--- config.mk ---
export PLATFORM = sky130hd
export DESIGN_NAME = bps_ctrl
export DESIGN_NICKNAME = d
export VERILOG_FILES = /design/src/hdl/bps_pkg.sv /design/src/hdl/bps_ctrl.sv
export VERILOG_INCLUDE_DIRS = /design/src /design/src/hdl
export SDC_FILE = /design/constraint.sdc
export NUM_CORES = 1
export LEC_CHECK = 0
export BUFFER_PORTS_ARGS = -buffer_cell sky130_fd_sc_hd__buf_4
export CAP_MARGIN = 20
export CORE_AREA = 2 2 52 54
export CTS_CLUSTER_SIZE = 30
export DETAILED_ROUTE_END_ITERATION = 10
export DIE_AREA = 0 0 54 56
export GPL_TIMING_DRIVEN = 0
export PLACE_DENSITY = 0.65
export SLEW_MARGIN = 20
export SYNTH_ARGS = -nofsm -noshare
export SYNTH_HDL_FRONTEND = slang
export SYNTH_SLANG_ARGS = --single-unit
--- constraint.sdc ---
create_clock -name clk_i -period 3 [get_ports clk_i]
set_clock_uncertainty 0.15 [all_clocks]
set_input_delay 0.45 -clock clk_i [delete_from_list [all_inputs] [get_ports clk_i]]
set_output_delay 0.45 -clock clk_i [all_outputs]
set_load 0.05 [all_outputs]
--- src/hdl/battery_pack_supervisor_top_defines.svh ---
// assertion macros shared by the battery pack supervisor rtl
// needs a clk_i and rst_ni in the scope where a macro is used
`ifndef BATTERY_PACK_SUPERVISOR_TOP_DEFINES_SVH
`define BATTERY_PACK_SUPERVISOR_TOP_DEFINES_SVH

// antecedent implies consequent in the same cycle
`define BPS_ASSERT_NOW(lbl, ante, cons) \
  lbl: assert property (@(posedge clk_i) disable iff (!rst_ni) (ante) |-> (cons)) \
    else $error("assertion failed");

// antecedent implies consequent in the next cycle
`define BPS_ASSERT_NEXT(lbl, ante, cons) \
  lbl: assert property (@(posedge clk_i) disable iff (!rst_ni) (ante) |=> (cons)) \
    else $error("assertion failed");

`endif

--- src/hdl/bps_pkg.sv ---
// types, codes and constants of the battery pack supervisor
// used by the controller, datapath and top level
`timescale 1ns / 1ps
`default_nettype none

package bps_pkg;

  localparam int NUM_MODULES_DEF = 24;
  localparam int CELLS_PER_MOD   = 8;
  localparam int NUM_CFG         = 8;
  localparam int CFG_IDX_W       = 3;

  localparam logic [2:0] CFG_CELL_TEMP = 3'd0;
  localparam logic [2:0] CFG_RES_TEMP  = 3'd1;
  localparam logic [2:0] CFG_RES_HARD  = 3'd2;
  localparam logic [2:0] CFG_CELL_MIN  = 3'd3;
  localparam logic [2:0] CFG_CELL_MAX  = 3'd4;
  localparam logic [2:0] CFG_BAL_START = 3'd5;
  localparam logic [2:0] CFG_TIMEOUT   = 3'd6;
  localparam logic [2:0] CFG_PERIOD    = 3'd7;

  localparam logic [15:0] CFG_RESET [NUM_CFG] =
    '{16'd500, 16'd800, 16'd100, 16'd2400, 16'd3650, 16'd3200, 16'd500, 16'd250};

  localparam logic [7:0]  ADDR_BASE   = 8'h11;
  localparam logic [7:0]  RPT_TEMP    = 8'h14;
  localparam logic [7:0]  RPT_CELL_LO = 8'h15;
  localparam logic [7:0]  RPT_CELL_HI = 8'h16;
  localparam logic [7:0]  RPT_STATE_A = 8'h17;
  localparam logic [7:0]  RPT_STATE_B = 8'h1E;
  localparam logic [7:0]  POLL_BASE   = 8'h14;
  localparam logic [15:0] MV_NONE     = 16'hFFFF;

  localparam logic [2:0] MODE_NOCOMM     = 3'd0;
  localparam logic [2:0] MODE_CONNECTING = 3'd1;
  localparam logic [2:0] MODE_MONITOR    = 3'd2;
  localparam logic [2:0] MODE_BALANCE    = 3'd3;
  localparam logic [2:0] MODE_PROBLEM    = 3'd4;

  typedef enum logic [1:0] {
    FUNC_TICK   = 2'd0,
    FUNC_REPORT = 2'd1,
    FUNC_MODE   = 2'd2,
    FUNC_NOP    = 2'd3
  } func_e;

  typedef enum logic [2:0] {
    KIND_OPEN   = 3'd0,
    KIND_POLL   = 3'd1,
    KIND_SETBAL = 3'd2,
    KIND_SETMON = 3'd3,
    KIND_STATUS = 3'd4
  } kind_e;

  typedef enum logic [1:0] {
    SET_NONE = 2'd0,
    SET_BAL  = 2'd1,
    SET_MON  = 2'd2
  } set_e;

  typedef struct packed {
    logic load;
    logic mstep;
    logic cstep;
    logic rep1;
    logic rep2;
    logic fin;
  } cmd_t;

  typedef struct packed {
    func_e func;
    logic  want_bal;
    logic  mdone;
    logic  clast;
    logic  emit_open;
    logic  emit_poll;
    set_e  set_kind;
  } sts_t;

  function automatic logic is_conn(logic [2:0] m);
    return (m != MODE_NOCOMM) && (m != MODE_CONNECTING);
  endfunction

endpackage

`default_nettype wire

--- src/hdl/bps_ctrl.sv ---
// controller state machine: sequences scans, report updates and result words
// issues commands to bps_datapath, uses bps_pkg
`timescale 1ns / 1ps
`default_nettype none

`include "battery_pack_supervisor_top_defines.svh"

module bps_ctrl (
  input  wire            clk_i,
  input  wire            rst_ni,
  input  wire            in_valid_i,
  output logic           in_ready_o,
  output logic           out_valid_o,
  input  wire            out_ready_i,
  output bps_pkg::kind_e out_kind_o,
  output bps_pkg::cmd_t  cmd_o,
  input  bps_pkg::sts_t  sts_i
);
  import bps_pkg::*;

  typedef enum logic [11:0] {
    ST_IDLE   = 12'b000000000001,
    ST_DISP   = 12'b000000000010,
    ST_MSCAN  = 12'b000000000100,
    ST_CSCAN  = 12'b000000001000,
    ST_CDRAIN = 12'b000000010000,
    ST_REP1   = 12'b000000100000,
    ST_REP2   = 12'b000001000000,
    ST_FIN    = 12'b000010000000,
    ST_OOPEN  = 12'b000100000000,
    ST_OPOLL  = 12'b001000000000,
    ST_OSET   = 12'b010000000000,
    ST_OSTAT  = 12'b100000000000
  } state_e;

  state_e state_q, state_d;

  always_ff @(posedge clk_i or negedge rst_ni) begin
    if (!rst_ni) begin
      state_q <= ST_IDLE;
    end else begin
      state_q <= state_d;
    end
  end

  always_comb begin
    state_d     = state_q;
    cmd_o       = '0;
    in_ready_o  = 1'b0;
    out_valid_o = 1'b0;
    out_kind_o  = KIND_STATUS;
    unique case (state_q)
      ST_IDLE: begin
        in_ready_o = 1'b1;
        if (in_valid_i) begin
          cmd_o.load = 1'b1;
          state_d    = ST_DISP;
        end
      end
      ST_DISP: begin
        unique case (sts_i.func)
          FUNC_TICK:   state_d = ST_MSCAN;
          FUNC_REPORT: state_d = ST_REP1;
          FUNC_MODE:   state_d = sts_i.want_bal ? ST_CSCAN : ST_FIN;
          default:     state_d = ST_FIN;
        endcase
      end
      ST_MSCAN: begin
        cmd_o.mstep = 1'b1;
        if (sts_i.mdone) state_d = ST_CSCAN;
      end
      ST_CSCAN: begin
        cmd_o.cstep = 1'b1;
        if (sts_i.clast) state_d = ST_CDRAIN;
      end
      // last read word lands in the accumulators here
      ST_CDRAIN: state_d = ST_FIN;
      ST_REP1: begin
        cmd_o.rep1 = 1'b1;
        state_d    = ST_REP2;
      end
      ST_REP2: begin
        cmd_o.rep2 = 1'b1;
        state_d    = ST_FIN;
      end
      ST_FIN: begin
        cmd_o.fin = 1'b1;
        state_d   = ST_OOPEN;
      end
      ST_OOPEN: begin
        out_valid_o = sts_i.emit_open;
        out_kind_o  = KIND_OPEN;
        if (!sts_i.emit_open || out_ready_i) state_d = ST_OPOLL;
      end
      ST_OPOLL: begin
        out_valid_o = sts_i.emit_poll;
        out_kind_o  = KIND_POLL;
        if (!sts_i.emit_poll || out_ready_i) state_d = ST_OSET;
      end
      ST_OSET: begin
        out_valid_o = (sts_i.set_kind != SET_NONE);
        out_kind_o  = (sts_i.set_kind == SET_BAL) ? KIND_SETBAL : KIND_SETMON;
        if (!out_valid_o || out_ready_i) state_d = ST_OSTAT;
      end
      ST_OSTAT: begin
        out_valid_o = 1'b1;
        out_kind_o  = KIND_STATUS;
        if (out_ready_i) state_d = ST_IDLE;
      end
      default: state_d = ST_IDLE;
    endcase
  end

  `BPS_ASSERT_NOW(a_no_overlap, in_ready_o, !out_valid_o)
  `BPS_ASSERT_NEXT(a_busy_after_accept, in_valid_i && in_ready_o, !in_ready_o)
  `BPS_ASSERT_NEXT(a_idle_after_status,
                   out_valid_o && out_ready_i && (out_kind_o == KIND_STATUS), in_ready_o)

endmodule

`default_nettype wire

==> flow_metrics.env <==
export IMPL_syn_mean_instance_area_um2=8.70
export IMPL_cpMaxStageDelayCell="or4_4"
export IMPL_clock_latency_ps=280
export IMPL_cts_path_max_buffers=2
export IMPL_slowest_delay_ps=490
export IMPL_setup_tns_ps=0
export IMPL_diodes=0
export IMPL_final_cell_mix="24 x buf_4, 11 x dfrtp_1, 10 x nor2_1, 8 x o21ai_0"
export IMPL_synth_edf_count=0
export IMPL_area_growth_pct=29.8
export IMPL_slew_headroom_pct=58.0
export IMPL_holdWs_ps=199
export IMPL_worstPathRequired_ps=2400
export IMPL_setup_violations=0
export IMPL_power_leakage_nw=0.559
export IMPL_portBuffers=23
export IMPL_dpl_hpwl_mm=1.68
export IMPL_rsz0062_at_grt="false"
export IMPL_antenna_found_initial=0
export IMPL_top_regs="state_q: 12 flops"
export IMPL_final_util_pct=49.7
export IMPL_multi_input_area_um2=598
export IMPL_min_path_cells=2
export IMPL_synth_area_um2=931
export IMPL_critPathMaxFanout=8
export IMPL_grt_max_degree=13
export IMPL_postLayoutCellArea_um2=1210
export IMPL_avgViaCountPerCell=5.43
export IMPL_yosys_warnings=0
export IMPL_grt_first_pass_wirelength_mm=3.84
export IMPL_dieArea_um2=3020
export IMPL_top_register="state_q"
export IMPL_post_route_min_period_ps=2860
export IMPL_hold_class="input pin to flop"
export IMPL_setup_slack_ps=137
export IMPL_netlist_top_cells_area="dfrtp_1 30%, nor2_1 4.4%, o21ai_0 4.3%"
export IMPL_core_area_um2=2430
export IMPL_chipWidth_um=54
export IMPL_peakVddDrop_uv=339
export IMPL_power_density_nw_per_um2=590
export IMPL_grt_pass1_vias=877
export IMPL_endpoint_kind="primary output"
export IMPL_ant_nets=0
export IMPL_die_h_um=56
export IMPL_arrival_ps=2260
export IMPL_fill_cells=253
export IMPL_grt_overflow=0
export IMPL_worstRegToRegCells=6
export IMPL_drt_iter0_drc=11
export IMPL_clock_sink_count=12
export IMPL_startpoint_type="flop"
export IMPL_path_class="flop to primary output"
export IMPL_initial_core_util_pct=38.3
export IMPL_drc=0
export IMPL_fmax_mhz=349
export IMPL_register_area_um2=302
export IMPL_cts_tree="yes"
export IMPL_drive_above_1_share_pct=33.1
export IMPL_cap_violations=0
export IMPL_yosysSeqAreaShare_pct=32.4
export IMPL_yosys_cell_types_count=46
export IMPL_final_common_cell="buf_4"
export IMPL_routedWlPerCell_um=13.5
export IMPL_hold_viol_final=0
export IMPL_h_tree_depth=1
export IMPL_synth_seq_cells=12
export IMPL_yosysTopAreaCellShare_pct=29.6
export IMPL_num_nets_final=150
export IMPL_placed_cell_area_um2=1150
export IMPL_status="finished, final reports clean"
export IMPL_drt_wl_total_mm=2.24
export IMPL_syn_num_nets=120
export IMPL_cts_buffers=3
export IMPL_finalCritPeriodShare_pct=95.4
export IMPL_drv_slew=0
export IMPL_yosys_area_top_type="dfrtp_1"
export IMPL_path_cells="clkbuf_1 > or4_4 > nor3_4 > nand2_4 > or3_4 > buf_4"
export IMPL_num_vias=901
export IMPL_worst_slew_pin_transition_ps=614
export IMPL_largest_reg_flops=12
export IMPL_synthFlopType="dfrtp_1"
export IMPL_path_clk_slew_ps=80
export IMPL_cts_root_buffer="clkbuf_4"
export IMPL_grt_use_total_pct=16.6
export IMPL_rows=18
export IMPL_drt_first_pass_iters=4
export IMPL_place_ws_ps=354
export IMPL_async_flop_share_pct=100
export IMPL_place_congestion=0.880
export IMPL_io_pins=24
export IMPL_synth_cells=107
-- area by class of cell --
class / count / area share, %
Clock buffer: 4 / 2.17
Multi-Input combinational cell: 83 / 49.5
Sequential cell: 12 / 24.9
Tap cell: 30 / 3.11
Buffer: 6 / 2.69
Timing Repair Buffer: 25 / 15.7
Inverter: 6 / 1.86
-- worst paths after layout --
| check | from | end | slack, ps |
|---|---|---|---|
| hold / removal | sts_i[8] | state_q[5] | 200 |
| setup reg to reg | state_q[3] | state_q[11] | 460 |
| max in group asynchronous | rst_ni | state_q[0] | 2070 |
| setup / recovery | state_q[7] | out_kind_o[2] | 140 |
| min in group asynchronous | rst_ni | state_q[8] | 400 |
| hold reg to reg | state_q[5] | state_q[7] | 510 |
-- where the power goes --
group | internal, mW | switching, mW
registers | 0.187 | 0.0231
clock network | 0.0516 | 0.0586
logic | 0.149 | 0.244
total | 0.387 | 0.326
-- timing repair --
item / in CTS / in global routing
endpoints found under the setup margin: 0 / 4
hold buffers: 1 / 0
gates resized for setup: 0 / 2
setup buffers: 0 / 1
hold endpoints to repair: 11 / 0
-- synth_stat cells (2+ instances only) --
library cell	instances
nor3b_1	4
nand3b_1	2
xor2_1	3
nor2_1	11
dfrtp_1	11
and3_1	2
o21ai_0	8
nor4_1	3
nor2b_1	5
clkbuf_1	3
nand3_1	2
inv_1	6
mux2_2	3
nor3_1	2
nor4b_1	3
nand4_1	3
nand2_1	6
nand2b_1	2
-- per-layer routing --
layer	vias up	wire length [µm]	global-route usage, %
li1	454	-	-
met3	0	97	5.65
met2	21	1190	27.0
met5	-	0	0
met4	0	0	3.21
met1	426	949	21.1
-- critical path, delay by kind of cell, from the launching register on --
kind                   cells  cell delay (ps)
AND/OR/NAND/NOR            4             1240
buffers and inverters      2              390
flip-flops                 1              360
-- through the flow --
step	power, mW	cells
detailed placement	0.592	160
finish	0.713	166
CTS	0.704	165
global route	0.762	166
global placement	0.586	160
floorplan	0.496	107
-- logic make-up after synthesis --
family          count (synthesis)  synth area share, %
simple gates                   55                 38.3
compound gates                 20                 14.9
flops                          12                 32.4
buf+inv                        12                 5.91
xor+xnor                        4                 3.76
mux                             4                 4.70
(Power assumes the default switching activity.)
